<file path="src/rtl/ufmg_pkg.sv">
// ============================================================================
// ufmg_pkg
// Shared types for the union-find maze generator: phase codes, controller
// states, find modes and the command and status groups between the
// controller and the datapath.
// ============================================================================
package ufmg_pkg;

   // Configuration register indexes.
   localparam logic CSR_ROW_COUNT = 1'b0;
   localparam logic CSR_COL_COUNT = 1'b1;

   // Generation phase held in the datapath.
   typedef enum logic [2:0] {
      PH_IDLE,
      PH_H,
      PH_V,
      PH_LAST,
      PH_CHOOSE,
      PH_EH,
      PH_EV
   } phase_type;

   // Controller states.
   typedef enum logic [3:0] {
      CS_IDLE,
      CS_CLEAR,
      CS_STEP,
      CS_FLUSH,
      CS_WAIT,
      CS_FA,
      CS_PA,
      CS_FB,
      CS_PB,
      CS_ROOTS,
      CS_WALL,
      CS_EMIT,
      CS_DONE
   } ctl_state_type;

   // What a pair of finds is for.
   typedef enum logic [1:0] {
      FM_RIGHT,
      FM_VDOWN,
      FM_VFLAG,
      FM_EXTRA
   } fmode_type;

   // Source of the next walk pointer and of the parent read address.
   typedef enum logic [1:0] {
      X_HOLD,
      X_A,
      X_B,
      X_Q
   } xsel_type;

   typedef struct packed {
      logic      start;
      logic      bit_take;
      logic      bit_use;
      logic      sweep_en;
      logic      init_maze;
      logic      finish;
      logic      phase_we;
      phase_type phase_nxt;
      logic      row_one;
      logic      row_inc;
      logic      col_one;
      logic      col_inc;
      logic      flag_clr;
      logic      flag_set_eq;
      logic      extra_load;
      logic      extra_dec;
      xsel_type  x_sel;
      logic      b_down;
      logic      ra_cap;
      logic      rb_cap;
      logic      comp_wr;
      logic      comp_b;
      logic      join_wr;
      logic      wall_wr;
      logic      wall_down;
      logic      push;
      logic      res_down;
      logic      res_extra;
      logic      flush;
   } ufmg_cmd_type;

   typedef struct packed {
      phase_type phase;
      logic      have;
      logic      rnd_bit;
      logic      flag;
      logic      col_ge_c;
      logic      col_gt_c;
      logic      row_lt_r;
      logic      row_gt_lim;
      logic      col_end;
      logic      half_zero;
      logic      extra_one;
      logic      q_is_x;
      logic      x_is_ra;
      logic      x_is_rb;
      logic      roots_eq;
      logic      wall_open;
      logic      pend_valid;
      logic      out_free;
      logic      emit_ok;
      logic      sweep_last;
   } ufmg_status_type;

endpackage

</file>
<file path="src/rtl/ufmg_ctrl.sv">
// ============================================================================
// ufmg_ctrl
// Controller state machine: walks the generation phases, sequences the
// union-find walks, the wall checks and the result transfers.
// ============================================================================
module ufmg_ctrl (
   input  logic                      clock,
   input  logic                      reset,
   input  logic                      req_valid,
   output logic                      req_stall,
   input  ufmg_pkg::ufmg_status_type st,
   output ufmg_pkg::ufmg_cmd_type    cmd
);

   ufmg_pkg::ctl_state_type state_ff, state_in;
   ufmg_pkg::fmode_type     mode_ff, mode_in;

   // State and mode registers.
   always_ff @(posedge clock) begin
      if (reset) begin
         state_ff <= ufmg_pkg::CS_IDLE;
         mode_ff  <= ufmg_pkg::FM_RIGHT;
      end else begin
         state_ff <= state_in;
         mode_ff  <= mode_in;
      end
   end

   // Next state.
   always_comb begin
      state_in = state_ff;
      mode_in  = mode_ff;
      unique case (state_ff)
         ufmg_pkg::CS_IDLE: begin
            if (req_valid) state_in = ufmg_pkg::CS_CLEAR;
         end
         ufmg_pkg::CS_CLEAR: begin
            if (st.sweep_last) state_in = ufmg_pkg::CS_STEP;
         end
         ufmg_pkg::CS_STEP: begin
            unique case (st.phase)
               ufmg_pkg::PH_H: begin
                  if (!st.col_ge_c) begin
                     if (!st.have) state_in = ufmg_pkg::CS_FLUSH;
                     else if (st.rnd_bit) begin
                        mode_in  = ufmg_pkg::FM_RIGHT;
                        state_in = ufmg_pkg::CS_FA;
                     end
                  end
               end
               ufmg_pkg::PH_V: begin
                  if (!st.col_gt_c) begin
                     if (st.flag) begin
                        if (!st.have) state_in = ufmg_pkg::CS_FLUSH;
                        else begin
                           mode_in  = st.rnd_bit ? ufmg_pkg::FM_VDOWN : ufmg_pkg::FM_VFLAG;
                           state_in = ufmg_pkg::CS_FA;
                        end
                     end else begin
                        mode_in  = ufmg_pkg::FM_VDOWN;
                        state_in = ufmg_pkg::CS_FA;
                     end
                  end
               end
               ufmg_pkg::PH_LAST: begin
                  if (st.col_ge_c) begin
                     if (st.half_zero) state_in = ufmg_pkg::CS_DONE;
                  end else begin
                     mode_in  = ufmg_pkg::FM_RIGHT;
                     state_in = ufmg_pkg::CS_FA;
                  end
               end
               ufmg_pkg::PH_CHOOSE: begin
                  if (!st.have) state_in = ufmg_pkg::CS_FLUSH;
               end
               ufmg_pkg::PH_EH, ufmg_pkg::PH_EV: begin
                  if (!st.row_gt_lim && !st.col_end) begin
                     if (!st.have) state_in = ufmg_pkg::CS_FLUSH;
                     else if (st.rnd_bit) begin
                        mode_in  = ufmg_pkg::FM_EXTRA;
                        state_in = ufmg_pkg::CS_WALL;
                     end
                  end
               end
               default: state_in = ufmg_pkg::CS_IDLE;
            endcase
         end
         ufmg_pkg::CS_FLUSH: begin
            if (!st.pend_valid || st.out_free) state_in = ufmg_pkg::CS_WAIT;
         end
         ufmg_pkg::CS_WAIT: begin
            if (req_valid) state_in = ufmg_pkg::CS_STEP;
         end
         ufmg_pkg::CS_FA: begin
            if (st.q_is_x) state_in = ufmg_pkg::CS_PA;
         end
         ufmg_pkg::CS_PA: begin
            if (st.x_is_ra) state_in = ufmg_pkg::CS_FB;
         end
         ufmg_pkg::CS_FB: begin
            if (st.q_is_x) state_in = ufmg_pkg::CS_PB;
         end
         ufmg_pkg::CS_PB: begin
            if (st.x_is_rb) state_in = ufmg_pkg::CS_ROOTS;
         end
         ufmg_pkg::CS_ROOTS: begin
            unique case (mode_ff)
               ufmg_pkg::FM_RIGHT: begin
                  state_in = st.roots_eq ? ufmg_pkg::CS_STEP : ufmg_pkg::CS_EMIT;
               end
               ufmg_pkg::FM_VDOWN: begin
                  if (st.roots_eq) begin
                     mode_in  = ufmg_pkg::FM_VFLAG;
                     state_in = ufmg_pkg::CS_FA;
                  end else state_in = ufmg_pkg::CS_EMIT;
               end
               default: state_in = ufmg_pkg::CS_STEP;
            endcase
         end
         ufmg_pkg::CS_WALL: begin
            state_in = st.wall_open ? ufmg_pkg::CS_STEP : ufmg_pkg::CS_EMIT;
         end
         ufmg_pkg::CS_EMIT: begin
            if (st.emit_ok) begin
               unique case (mode_ff)
                  ufmg_pkg::FM_VDOWN: begin
                     mode_in  = ufmg_pkg::FM_VFLAG;
                     state_in = ufmg_pkg::CS_FA;
                  end
                  ufmg_pkg::FM_EXTRA: begin
                     state_in = st.extra_one ? ufmg_pkg::CS_DONE : ufmg_pkg::CS_STEP;
                  end
                  default: state_in = ufmg_pkg::CS_STEP;
               endcase
            end
         end
         ufmg_pkg::CS_DONE: begin
            if (st.out_free) state_in = ufmg_pkg::CS_IDLE;
         end
         default: state_in = ufmg_pkg::CS_IDLE;
      endcase
   end

   // Commands to the datapath.
   always_comb begin
      cmd       = '0;
      req_stall = 1'b1;
      cmd.b_down    = (mode_ff == ufmg_pkg::FM_VDOWN);
      cmd.res_down  = (mode_ff == ufmg_pkg::FM_VDOWN) ||
                      ((mode_ff == ufmg_pkg::FM_EXTRA) && (st.phase == ufmg_pkg::PH_EV));
      cmd.res_extra = (mode_ff == ufmg_pkg::FM_EXTRA);
      unique case (state_ff)
         ufmg_pkg::CS_IDLE: begin
            req_stall = 1'b0;
            cmd.start = req_valid;
         end
         ufmg_pkg::CS_CLEAR: begin
            cmd.sweep_en  = 1'b1;
            cmd.init_maze = st.sweep_last;
         end
         ufmg_pkg::CS_STEP: begin
            unique case (st.phase)
               ufmg_pkg::PH_H: begin
                  if (st.col_ge_c) begin
                     cmd.col_one  = 1'b1;
                     cmd.phase_we = 1'b1;
                     cmd.flag_clr = 1'b1;
                     cmd.phase_nxt = st.row_lt_r ? ufmg_pkg::PH_V : ufmg_pkg::PH_LAST;
                  end else if (st.have) begin
                     cmd.bit_use = 1'b1;
                     if (st.rnd_bit) cmd.x_sel = ufmg_pkg::X_A;
                     else cmd.col_inc = 1'b1;
                  end
               end
               ufmg_pkg::PH_V: begin
                  if (st.col_gt_c) begin
                     cmd.phase_we  = 1'b1;
                     cmd.phase_nxt = ufmg_pkg::PH_H;
                     cmd.row_inc   = 1'b1;
                     cmd.col_one   = 1'b1;
                  end else if (st.flag) begin
                     if (st.have) begin
                        cmd.bit_use = 1'b1;
                        cmd.x_sel   = ufmg_pkg::X_A;
                     end
                  end else cmd.x_sel = ufmg_pkg::X_A;
               end
               ufmg_pkg::PH_LAST: begin
                  if (st.col_ge_c) begin
                     cmd.extra_load = 1'b1;
                     if (!st.half_zero) begin
                        cmd.phase_we  = 1'b1;
                        cmd.phase_nxt = ufmg_pkg::PH_CHOOSE;
                     end
                  end else cmd.x_sel = ufmg_pkg::X_A;
               end
               ufmg_pkg::PH_CHOOSE: begin
                  if (st.have) begin
                     cmd.bit_use   = 1'b1;
                     cmd.phase_we  = 1'b1;
                     cmd.phase_nxt = st.rnd_bit ? ufmg_pkg::PH_EH : ufmg_pkg::PH_EV;
                     cmd.row_one   = 1'b1;
                     cmd.col_one   = 1'b1;
                  end
               end
               ufmg_pkg::PH_EH, ufmg_pkg::PH_EV: begin
                  if (st.row_gt_lim) begin
                     cmd.phase_we  = 1'b1;
                     cmd.phase_nxt = ufmg_pkg::PH_CHOOSE;
                  end else if (st.col_end) begin
                     cmd.row_inc = 1'b1;
                     cmd.col_one = 1'b1;
                  end else if (st.have) begin
                     cmd.bit_use = 1'b1;
                     cmd.col_inc = !st.rnd_bit;
                  end
               end
               default: ;
            endcase
         end
         ufmg_pkg::CS_FLUSH: begin
            cmd.flush = st.pend_valid && st.out_free;
         end
         ufmg_pkg::CS_WAIT: begin
            req_stall    = 1'b0;
            cmd.bit_take = req_valid;
         end
         ufmg_pkg::CS_FA: begin
            if (st.q_is_x) begin
               cmd.ra_cap = 1'b1;
               cmd.x_sel  = ufmg_pkg::X_A;
            end else cmd.x_sel = ufmg_pkg::X_Q;
         end
         ufmg_pkg::CS_PA: begin
            if (st.x_is_ra) cmd.x_sel = ufmg_pkg::X_B;
            else begin
               cmd.comp_wr = 1'b1;
               cmd.x_sel   = ufmg_pkg::X_Q;
            end
         end
         ufmg_pkg::CS_FB: begin
            if (st.q_is_x) begin
               cmd.rb_cap = 1'b1;
               cmd.x_sel  = ufmg_pkg::X_B;
            end else cmd.x_sel = ufmg_pkg::X_Q;
         end
         ufmg_pkg::CS_PB: begin
            if (!st.x_is_rb) begin
               cmd.comp_wr = 1'b1;
               cmd.comp_b  = 1'b1;
               cmd.x_sel   = ufmg_pkg::X_Q;
            end
         end
         ufmg_pkg::CS_ROOTS: begin
            unique case (mode_ff)
               ufmg_pkg::FM_RIGHT: begin
                  if (!st.roots_eq) begin
                     cmd.join_wr = 1'b1;
                     cmd.wall_wr = 1'b1;
                  end else cmd.col_inc = 1'b1;
               end
               ufmg_pkg::FM_VDOWN: begin
                  if (!st.roots_eq) begin
                     cmd.join_wr   = 1'b1;
                     cmd.wall_wr   = 1'b1;
                     cmd.wall_down = 1'b1;
                  end else cmd.x_sel = ufmg_pkg::X_A;
               end
               ufmg_pkg::FM_VFLAG: begin
                  cmd.flag_set_eq = 1'b1;
                  cmd.col_inc     = 1'b1;
               end
               default: ;
            endcase
         end
         ufmg_pkg::CS_WALL: begin
            if (!st.wall_open) begin
               cmd.wall_wr   = 1'b1;
               cmd.wall_down = (st.phase == ufmg_pkg::PH_EV);
            end else cmd.col_inc = 1'b1;
         end
         ufmg_pkg::CS_EMIT: begin
            if (st.emit_ok) begin
               cmd.push = 1'b1;
               unique case (mode_ff)
                  ufmg_pkg::FM_VDOWN: cmd.x_sel = ufmg_pkg::X_A;
                  ufmg_pkg::FM_EXTRA: begin
                     cmd.extra_dec = 1'b1;
                     if (!st.extra_one) begin
                        cmd.phase_we  = 1'b1;
                        cmd.phase_nxt = ufmg_pkg::PH_CHOOSE;
                     end
                  end
                  default: cmd.col_inc = 1'b1;
               endcase
            end
         end
         ufmg_pkg::CS_DONE: begin
            cmd.finish = st.out_free;
         end
         default: ;
      endcase
   end

endmodule

</file>
<file path="config.mk">
export PLATFORM = sky130hd
export DESIGN_NAME = ufmg_ctrl
export DESIGN_NICKNAME = d
export VERILOG_FILES = /design/src/rtl/ufmg_pkg.sv /design/src/rtl/ufmg_ctrl.sv
export SDC_FILE = /design/constraint.sdc
export NUM_CORES = 1
export LEC_CHECK = 0
export BUFFER_PORTS_ARGS = -buffer_cell sky130_fd_sc_hd__buf_4
export CAP_MARGIN = 20
export CELL_PAD_IN_SITES_DETAIL_PLACEMENT = 1
export CELL_PAD_IN_SITES_GLOBAL_PLACEMENT = 1
export CORE_MARGIN = 4
export CORE_UTILIZATION = 33
export CTS_BUF_LIST = sky130_fd_sc_hd__clkbuf_2
export CTS_CLUSTER_SIZE = 25
export DETAILED_ROUTE_END_ITERATION = 10
export GPL_TIMING_DRIVEN = 0
export PLACE_DENSITY = 0.81
export SETUP_SLACK_MARGIN = 0.3
export SYNTH_ARGS = -nofsm -noshare
export SYNTH_HDL_FRONTEND = slang
export SYNTH_SLANG_ARGS = --single-unit
</file>
<file path="constraint.sdc">
create_clock -name clock -period 1.9 [get_ports clock]
set_input_delay 0.38 -clock clock [delete_from_list [all_inputs] [get_ports clock]]
set_output_delay 0.38 -clock clock [all_outputs]
set_load 0.01 [all_outputs]
</file>
# Word level (Yosys, flattened, before mapping)
# Cells that the tools add are included.
# op_classes
n_addsub	0
mul	0
div_mod_pow	0
magnitude_cmp	0
eq_ne	48
n_shift	0
mux	134
bitwise_logic	0
n_reduce_logical	17
# ops
cell	count
4-bit 2-to-1 mux	33
1-bit 2-to-1 mux	52
4-bit one-hot mux with 13 select lines	1
2-bit 2-to-1 mux	24
4-bit one-hot mux with 5 select lines	2
3-bit != test, second input constant	9
2-bit != test, second input constant	13
4-bit one-hot mux with 2 select lines	3
4-bit == test, second input constant	5
17-bit AND reduction	1
4-bit by 3-bit == test with 1-bit output, second input constant	4
4-bit != test, second input constant	4
3-bit 2-to-1 mux	5
15-bit AND reduction	1
2-bit one-hot mux with 7 select lines	1
1-bit one-hot mux with 4 select lines	3
2-bit one-hot mux with 3 select lines	2
3-bit == test, second input constant	3
4-bit by 2-bit == test with 1-bit output, second input constant	2
1-bit one-hot mux with 2 select lines	4
2-bit one-hot mux with 2 select lines	2
2-bit one-hot mux with 4 select lines	1
3-bit by 2-bit == test with 1-bit output, second input constant	2
2-bit OR reduction	3
other kinds (12)	19
# totals
regBits	6
latch_bits	0
ramBits	0
rom_bits	0
input_bits	25
out_inout_bits	33
elab_cells	201
memories	0

# Longest topological paths before layout
# Gate-level depths: netlist (run 1).
# depth
word_depth	6
mapped_depth	8
mapped_depth_nobuf	6

# Worst setup path before layout (run 1)
# Ideal clock, no wire load.
# synth_path
path_kind	input-to-output
start	input st[20] (netlist name)
end	output cmd[29] (netlist name)
arrival_ps	1506
required_time_ps	1520
setup_slack_ps	14
path_stages	8
path_buffers	2
path_cell_list	buf_2 > buf_2 > inv_1 > nor4b_1 > a21oi_1 > nor2_1 > nor2_1 > nor3_1
# synth_lines
element	line	source
start: declaration	ufmg_ctrl.sv:11	input ufmg_pkg::ufmg_status_type st,
end: declaration	ufmg_ctrl.sv:12	output ufmg_pkg::ufmg_cmd_type cmd

==> impl_metrics.env, run 1 <==
export IMPL_status="finished, violations left"
export IMPL_violations="negative setup slack"
export IMPL_ir_drop_mv=0.324
export IMPL_ys_types=60
export IMPL_start_util_pct=34.3
export IMPL_wl_per_cell_um=28.7
export IMPL_row_count=23
export IMPL_grt_pass1_vias=2236
export IMPL_arrival_ns=1.86
export IMPL_period_minus_slack_ns=2.24
export IMPL_num_vias=2376
export IMPL_p_leak_nw=1.18
export IMPL_ios=58
export IMPL_cts_root_buf="clkbuf_2"
export IMPL_htree_levels=1
export IMPL_power_density_nw_per_um2=740
export IMPL_place_gp_congestion=0.874
export IMPL_ys_warn_count=0
export IMPL_required_ns=1.52
export IMPL_path_clk_slew_ns=0.10
export IMPL_synth_edf_count=0
export IMPL_dr_pass1_iters=4
export IMPL_syn_inst=207
export IMPL_cp_cell_sequence="buf_8, buf_8, buf_8, inv_8, nor4b_2, a21oi_1, nor2_1, nor2_1, nor3_2, buf_4"
export IMPL_syn_nets=232
export IMPL_core_um2=4000
export IMPL_cpMostUsedCell="buf_8"
export IMPL_grt_max_degree=11
export IMPL_dieArea_um2=5250
export IMPL_worstHoldPathType="in -> reg"
export IMPL_grt_usage_pct=28.5
export IMPL_cts_buffers=3
export IMPL_dp_slack_ns=-0.139
export IMPL_n_fill_cell=429
export IMPL_setup_violations=25
export IMPL_path_class="in -> out"
export IMPL_synth_seq_cells=6
export IMPL_antenna_found_initial=0
export IMPL_slowest_stage="nor4b_2"
export IMPL_dp_cells=313
export IMPL_finClkSkew_ns=0.0269
export IMPL_hold_slack_ns=0.349
export IMPL_worst_pin_slew_ns=0.528
export IMPL_postLayoutCoreUtil_pct=71.3
export IMPL_routed_wirelength_um=10300
export IMPL_grt_pass1_wl_um=11800
export IMPL_async_flop_share_pct=0
export IMPL_power_total_mw=2.11
export IMPL_hold_viol=0
export IMPL_critPathLaunchType="primary input"
export IMPL_cp_max_fo=7
export IMPL_hpwl_um=4440
export IMPL_clock_latency_ns=0.27
export IMPL_maxCapViolCount=0
export IMPL_clockBufferDepth=2
export IMPL_cp_end_kind="output pin"
export IMPL_fin_area_um2=2850
export IMPL_slew_headroom_pct=64.5
export IMPL_die_w_um=72.5
export IMPL_grt_ovfl_total=0
export IMPL_grt_setup_unrepaired="true"
export IMPL_synth_top_area_share_pct=8.76
export IMPL_diodes=0
export IMPL_ys_flop_type="dfxtp_1"
export IMPL_drtIter0Drc=260
export IMPL_synth_area_leaders="dfxtp_1, a21oi_1, nand2_1"
export IMPL_r2r_cells=10
export IMPL_yosysMostFrequentCell="nand2_1"
export IMPL_fin_nets=335
export IMPL_synth_top_cells_by_count="nand2_1, nor2_1, a21oi_1, o21ai_0, buf_2"
export IMPL_io_buffers=56
export IMPL_timing_final_ws_setup_ns=-0.336
export IMPL_drive_gt1_share_pct=64.9
export IMPL_cpPeakStageDelay_ns=0.34
export IMPL_setup_tns_final_ns=-3.91
export IMPL_via_per_inst=6.64
export IMPL_synth_avg_cell_area_um2=6.62
export IMPL_ctsHoldBuffers=0
export IMPL_instances_no_fill=358
export IMPL_netlist_top_cell_by_area="dfxtp_1"
export IMPL_maxSlewViolCount=0
export IMPL_ys_seq_area_share_pct=8.76
export IMPL_synthesis_area_um2=1370
export IMPL_ant_nets=0
export IMPL_drc=0
export IMPL_fmax_ghz=0.447
export IMPL_min_period_over_period_pct=118
export IMPL_die_y_um=72.5
export IMPL_area_delta_synth_final_pct=108
export IMPL_cts_sinks=6
export IMPL_cts_tree="done"
export IMPL_placed_area_um2=1950
export IMPL_hold_depth=2
-- layout make-up --
type | instances | area, µm² | area share [%]
inverter | 8 | 37.5 | 1.32
buffer | 13 | 180 | 6.31
clock buffer | 3 | 15.0 | 0.526
multi-input combinational | 180 | 1550 | 54.3
tap | 50 | 62.6 | 2.19
timing repair buffer | 98 | 873 | 30.6
sequential | 6 | 135 | 4.73
-- kinds of logic (layout without fill, tap and decap cells) --
group	after synthesis	count (layout)	synth area share [%]
AOI/OAI and AO/OA	68	68	35.9
DFF	6	6	8.76
and+or+nand+nor	109	109	45.8
buffers and inverters	21	122	7.21
muxes	3	3	2.28
-- routing by layer --
metal	track usage, %	part of all wire [%]	vias to the layer above
li1	-	-	971
met1	31.4	36	1162
met4	8.20	5.7	0
met5	0	0	-
met2	55.8	51	193
met3	3.74	7.1	50
-- cells in the final DEF (no fill, tap or decap), types with 3 or more instances in the layout --
cell | Yosys | routed
nand2_2 | 1 | 4
clkbuf_2 | 0 | 3
a21oi_2 | 0 | 9
buf_8 | 0 | 5
nand2b_1 | 8 | 7
a31oi_1 | 4 | 4
buf_6 | 1 | 30
nor2_4 | 0 | 9
o21ai_0 | 11 | 8
nor2b_4 | 1 | 6
and3_4 | 0 | 4
a21oi_1 | 19 | 10
buf_12 | 0 | 3
nand2_4 | 0 | 3
nor2_1 | 21 | 12
nand3_1 | 8 | 7
o21ai_2 | 1 | 4
nand2_1 | 24 | 17
inv_1 | 8 | 6
dfxtp_4 | 0 | 3
dfxtp_2 | 0 | 3
nand3b_1 | 5 | 5
nor3_2 | 0 | 4
buf_4 | 0 | 70
-- power by group --
group | internal (mW) | switching (mW)
Combinational | 0.818 | 0.935
Sequential | 0.168 | 0.0816
Clock | 0.0430 | 0.0675
-- path summary, 6_finish.rpt --
check | from | slack [ns] | end
hold reg to reg | mode_ff[1]$_SDFFE_PP0P_ | 0.64 | mode_ff[1]$_SDFFE_PP0P_
setup / recovery | st[20] | -0.34 | cmd[29]
hold / removal | reset | 0.35 | state_ff[3]$_SDFFE_PP0P_
setup reg to reg | state_ff[2]$_SDFFE_PP0P_ | -0.16 | state_ff[1]$_SDFFE_PP0P_
-- critical path, delay by kind of cell --
family | cells | cell delay, ns
AOI/OAI and AO/OA | 1 | 0.12
buffers and inverters | 5 | 0.52
and+or+nand+nor | 4 | 0.82
-- flip-flops by register name, indices dropped and copies added, names as in the netlist --
register / flops
state_ff: 4
mode_ff: 2
-- repair_timing --
item | in CTS | in global routing
endpoints found under the hold margin | 0 | 0
setup endpoints to repair | 38 | 39
gates resized for setup | 86 | 54
pin swaps | 28 | 18
buffers inserted | 28 | 14
(Power assumes the default switching activity.)
==> run 2, diff against run 1 <==
--- a/config.mk
+++ b/config.mk
@@ -17,6 +17,7 @@
 export GPL_TIMING_DRIVEN = 0
 export PLACE_DENSITY = 0.81
 export SETUP_SLACK_MARGIN = 0.3
+export SKIP_LAST_GASP = 1
 export SYNTH_ARGS = -nofsm -noshare
 export SYNTH_HDL_FRONTEND = slang
 export SYNTH_SLANG_ARGS = --single-unit
==> run 2 against run 1 <==
The flow still finishes with violations (negative setup slack); clock power barely moved; non-clock buffer count rose by 5; flip-flop and latch count unchanged; via count is 1.9% higher; final cell count is 1.4% higher; first-iteration DRC count decreased by 11%; sequential share of layout area fell by 0.059 points; clock skew is 0.016 ns lower; cell area increased by 1.3%; maximum frequency increased by 0.61%; utilization grew 0.91 points; register-to-register slack got worse by 0.04 ns; critical endpoint is now cmd[12].
==> impl_metrics.env, run 2 (synthesis gave the netlist of run 1 again) <==
export IMPL_status="finished, violations left"
export IMPL_violations="negative setup slack"
export IMPL_cp_cell_sequence="buf_6, buf_4, buf_8, and2b_2, nand2_1, nor2_1, o21ai_1, o2111ai_2, buf_4"
export IMPL_dp_slack_ns=-0.139
export IMPL_htree_levels=1
export IMPL_grt_pass1_wl_um=12100
export IMPL_cts_sinks=6
export IMPL_grt_setup_unrepaired="true"
export IMPL_dieArea_um2=5250
export IMPL_worstHoldPathType="in -> reg"
export IMPL_largest_reg_flops=4
export IMPL_die_w_um=72.5
export IMPL_slew_headroom_pct=72.5
export IMPL_area_delta_synth_final_pct=111
export IMPL_crit_buf_inv=4
export IMPL_hpwl_um=4440
export IMPL_row_count=23
export IMPL_wl_met1_um=3730
export IMPL_largest_register="state_ff"
export IMPL_drive_gt1_share_pct=63.9
export IMPL_cp_top_family="buffers and inverters"
export IMPL_setup_tns_final_ns=-4.24
export IMPL_cpMostUsedCell="buf_4"
export IMPL_cpPeakStageDelay_ns=0.34
export IMPL_drc=0
export IMPL_num_vias=2421
export IMPL_instances_no_fill=363
export IMPL_ant_nets=0
export IMPL_via_per_inst=6.67
export IMPL_path_class="reg -> out"
export IMPL_grt_pass1_vias=2259
export IMPL_final_common_cell="buf_4"
export IMPL_drtIter0Drc=231
export IMPL_top_regs="state_ff x4, mode_ff x2"
export IMPL_clockBufferDepth=2
export IMPL_maxSlewViolCount=0
export IMPL_slowest_stage="dfxtp_2"
export IMPL_diodes=0
export IMPL_min_period_over_period_pct=117
export IMPL_fin_nets=340
export IMPL_cts_root_buf="clkbuf_2"
export IMPL_timing_final_ws_setup_ns=-0.322
export IMPL_dp_cells=313
export IMPL_maxCapViolCount=0
export IMPL_period_minus_slack_ns=2.22
export IMPL_routed_wirelength_um=10400
export IMPL_cts_tree="done"
export IMPL_ir_drop_mv=0.318
export IMPL_io_buffers=56
export IMPL_core_um2=4000
export IMPL_wl_met2_um=5210
export IMPL_n_fill_cell=447
export IMPL_topRoutingLayerUsed="met4"
export IMPL_hold_depth=2
export IMPL_final_cell_mix="buf_4, buf_6, nand2_1"
export IMPL_critPathLaunchType="register"
export IMPL_path_clk_slew_ns=0.08
export IMPL_wl_per_cell_um=28.5
export IMPL_fmax_ghz=0.450
export IMPL_power_density_nw_per_um2=754
export IMPL_cts_buffers=3
export IMPL_place_gp_congestion=0.874
export IMPL_grt_usage_pct=29.2
export IMPL_worstSetupPathDepth=9
export IMPL_hold_viol=0
export IMPL_die_y_um=72.5
export IMPL_arrival_ns=1.84
export IMPL_setup_violations=27
export IMPL_grt_max_degree=11
export IMPL_min_from="reset"
export IMPL_hold_slack_ns=0.356
export IMPL_crit_path_start="state_ff[2]$_SDFFE_PP0P_"
export IMPL_multiInputGateArea_um2=1520
export IMPL_timing_rr_start="state_ff[2]$_SDFFE_PP0P_"
export IMPL_ctsHoldBuffers=0
export IMPL_cp_end_kind="output pin"
export IMPL_cp_max_fo=7
export IMPL_antenna_found_initial=0
export IMPL_start_util_pct=34.3
export IMPL_clock_latency_ns=0.26
export IMPL_r2r_cells=10
export IMPL_finClkSkew_ns=0.0111
export IMPL_worst_pin_slew_ns=0.409
export IMPL_p_leak_nw=1.19
export IMPL_ios=58
export IMPL_required_ns=1.52
export IMPL_regArea_um2=135
export IMPL_route_met3_wl_um=803
export IMPL_dr_pass1_iters=5
export IMPL_grt_ovfl_total=0
-- run 2: cell types whose count changed in the layout (fill, tap and decap cells not counted), sizes merged --
cell / previous run / this run
buf: 109 / 112
clkbuf: 5 / 7
-- run 2: area by class of cell --
cell class | count | share of cell area (%)
repair buffers | 103 | 32.5
clock buffers | 3 | 0.519
inverters | 8 | 1.30
multi-input cells | 180 | 52.6
flip-flops and latches | 6 | 4.68
plain buffers | 13 | 6.23
well taps | 50 | 2.16
-- run 2: per-layer routing --
layer,vias to the layer above,global-route usage [%]
met5,-,0
met4,0,6.97
li1,991,-
met2,185,57.5
met3,54,3.74
met1,1191,32.6
-- run 2: stage by stage --
stage | util (%) | area, µm² | total power, mW
global route | 72.3 | 2890 | 2.26
floorplan | - | 1470 | 0.884
finish | 72.3 | 2890 | 2.18
global placement | 48.8 | 1950 | 1.19
detailed placement | 48.8 | 1950 | 1.21
CTS | 62.8 | 2510 | 1.67
-- run 2: report_power, final --
part	internal, mW	switching, mW	total (mW)
clock	0.0429	0.0644	0.107
sequential	0.168	0.0987	0.267
combinational	0.864	0.939	1.80
-- run 2: repair_timing --
item,CTS,global route
cloned,0,2
pin swaps,28,20
setup endpoints to repair,38,39
gates resized for setup,81,48
setup buffers,28,17
-- run 2: final timing paths --
check,slack (ns),endpoint
hold / removal,0.36,state_ff[0]$_SDFFE_PP0P_
setup reg to reg,-0.20,state_ff[1]$_SDFFE_PP0P_
hold reg to reg,0.71,mode_ff[1]$_SDFFE_PP0P_
setup / recovery,-0.32,cmd[12]
==> run 3, diff against run 2 <==
--- a/config.mk
+++ b/config.mk
@@ -7,11 +7,12 @@
 export LEC_CHECK = 0
 export BUFFER_PORTS_ARGS = -buffer_cell sky130_fd_sc_hd__buf_4
 export CAP_MARGIN = 20
-export CELL_PAD_IN_SITES_DETAIL_PLACEMENT = 1
+export CELL_PAD_IN_SITES_DETAIL_PLACEMENT = 0
 export CELL_PAD_IN_SITES_GLOBAL_PLACEMENT = 1
 export CORE_MARGIN = 4
 export CORE_UTILIZATION = 33
 export CTS_BUF_LIST = sky130_fd_sc_hd__clkbuf_2
+export CTS_CLUSTER_DIAMETER = 100
 export CTS_CLUSTER_SIZE = 25
 export DETAILED_ROUTE_END_ITERATION = 10
 export GPL_TIMING_DRIVEN = 0
==> run 3 against run 2 <==
The flow still finishes with violations (negative setup slack); die area unchanged; first-iteration DRC count decreased by 35%; global-route usage is 8.8 points lower; non-clock buffer count shrank 17; clock power is 21% lower; via count shrank 21%; sequential share of layout area increased by 0.64 points; largest cell class unchanged; highest routed layer unchanged.
==> impl_metrics.env, run 3 (synthesis gave the netlist of run 1 again) <==
export IMPL_wl_per_cell_um=16.4
export IMPL_setup_violations=13
export IMPL_required_ns=1.52
export IMPL_worstHoldPathType="in -> reg"
export IMPL_cpPeakStageDelay_ns=0.30
export IMPL_ios=58
export IMPL_hold_viol=0
export IMPL_r2r_cells=8
export IMPL_fin_nets=323
export IMPL_num_vias=1919
export IMPL_top_regs="state_ff x4, mode_ff x2"
export IMPL_final_cell_mix="buf_4, nand2_1, nor2_1"
export IMPL_timing_rr_start="state_ff[2]$_SDFFE_PP0P_"
export IMPL_largest_reg_flops=4
export IMPL_p_clk_share_pct=5.0
export IMPL_n_fill_cell=362
export IMPL_violations="negative setup slack"
export IMPL_ir_drop_mv=0.235
export IMPL_drive_gt1_share_pct=54.7
export IMPL_core_um2=4000
export IMPL_drtIter0Drc=150
export IMPL_power_density_nw_per_um2=680
export IMPL_area_delta_synth_final_pct=81.9
export IMPL_grt_usage_pct=20.4
export IMPL_power_switching_mw=0.783
export IMPL_cts_tree="done"
export IMPL_maxCapViolCount=0
export IMPL_grt_pass1_vias=1895
export IMPL_crit_path_start="state_ff[2]$_SDFFE_PP0P_"
export IMPL_clock_latency_ns=0.21
export IMPL_die_w_um=72.5
export IMPL_cts_sinks=6
export IMPL_slew_headroom_pct=71.5
export IMPL_status="finished, violations left"
export IMPL_instances_no_fill=346
export IMPL_min_period_over_period_pct=106
export IMPL_hpwl_um=3970
export IMPL_cts_root_buf="clkbuf_2"
export IMPL_path_class="reg -> out"
export IMPL_place_gp_congestion=0.874
export IMPL_dieArea_um2=5250
export IMPL_grt_ovfl_total=0
export IMPL_start_util_pct=34.3
export IMPL_power_frac_comb_pct=81.1
export IMPL_power_internal_mw=0.914
export IMPL_antenna_found_initial=0
export IMPL_via_per_inst=5.55
export IMPL_die_y_um=72.5
export IMPL_ant_nets=0
export IMPL_dp_cells=313
export IMPL_cts_buffers=3
export IMPL_grt_max_degree=11
export IMPL_io_buffers=56
export IMPL_cp_cell_sequence="buf_6, and2b_4, nand2_4, nor2_4, nand2_1, nor3_2, buf_4"
export IMPL_timing_final_ws_setup_ns=-0.114
export IMPL_largest_register="state_ff"
export IMPL_seqPwrFrac_pct=13.9
export IMPL_grt_setup_unrepaired="true"
export IMPL_cp_max_fo=8
export IMPL_final_common_cell="buf_4"
export IMPL_maxSlewViolCount=0
export IMPL_clockBufferDepth=2
export IMPL_hold_slack_ns=0.380
export IMPL_p_sw_share_pct=46.1
export IMPL_cp_end_kind="output pin"
export IMPL_power_total_mw=1.70
export IMPL_p_leak_nw=1.05
export IMPL_postLayoutCoreUtil_pct=62.4
export IMPL_period_minus_slack_ns=2.01
export IMPL_dr_pass1_iters=4
export IMPL_hold_depth=2
export IMPL_grt_pass1_wl_um=8760
export IMPL_row_count=23
export IMPL_critPathLaunchType="register"
export IMPL_routed_wirelength_um=5690
export IMPL_min_from="reset"
export IMPL_drc=0
export IMPL_finClkSkew_ns=0.00194
export IMPL_worst_pin_slew_ns=0.427
export IMPL_path_clk_slew_ns=0.05
export IMPL_placed_area_um2=1950
export IMPL_diodes=0
export IMPL_arrival_ns=1.63
export IMPL_fin_area_um2=2490
export IMPL_slowest_stage="dfxtp_1"
export IMPL_htree_levels=1
export IMPL_ctsHoldBuffers=0
export IMPL_fmax_ghz=0.496
-- run 3: cell types whose count changed in the layout (fill, tap and decap cells not counted), sizes merged --
| cell | previous run | this run |
|---|---|---|
| buf | 112 | 96 |
| clkbuf | 7 | 6 |
-- run 3: worst max-delay path: cells and delay by family, from the launching register on --
kind	cells	cell delay (ns)
buffers and inverters	2	0.28
flip-flops	1	0.30
AND/OR/NAND/NOR	5	0.84
-- run 3: cell type report --
type                       instances  area (µm²)  share of cell area [%]
multi-input combinational        180        1380                    55.2
tap                               50        62.6                    2.51
timing repair buffer              86         709                    28.4
inverter                           8        30.0                    1.20
clock buffer                       3        15.0                   0.602
buffer                            13         168                    6.72
sequential                         6         133                    5.32
-- run 3: power groups by stage --
stage	sequential [mW]	clock, mW	combinational, mW
6_report	0.236	0.0842	1.38
3_3_place_gp	0.217	0	0.973
2_1_floorplan	0.198	0	0.686
5_1_grt	0.244	0.0988	1.48
4_1_cts	0.221	0.0880	1.25
3_5_place_dp	0.217	0	0.973
-- run 3: final timing paths --
kind | slack [ns] | to
max | -0.11 | cmd[29]
min | 0.38 | state_ff[0]$_SDFFE_PP0P_
max reg2reg | -0.02 | state_ff[2]$_SDFFE_PP0P_
min reg2reg | 0.70 | mode_ff[1]$_SDFFE_PP0P_
-- run 3: timing repair --
action,in CTS,in global routing
gates cloned,1,0
setup buffers,24,5
pin swaps,14,15
resized for setup,45,32
endpoints found under the setup margin,37,37
-- run 3: stage by stage --
stage	TNS (ns)	setup WS, ns
3_3_place_gp	-0.937	-0.129
3_5_place_dp	-0.776	-0.110
2_1_floorplan	0	0.185
6_report	-0.792	-0.114
5_1_grt	-2.05	-0.195
4_1_cts	-0.874	-0.115
-- run 3: metal layers --
metal / global-route usage (%) / vias to the layer above / wire (µm)
met5: 0 / - / 0
met3: 3.05 / 6 / 422
met4: 2.66 / 0 / 53
met2: 37.6 / 87 / 2850
li1: - / 949 / -
met1: 25.5 / 877 / 2360
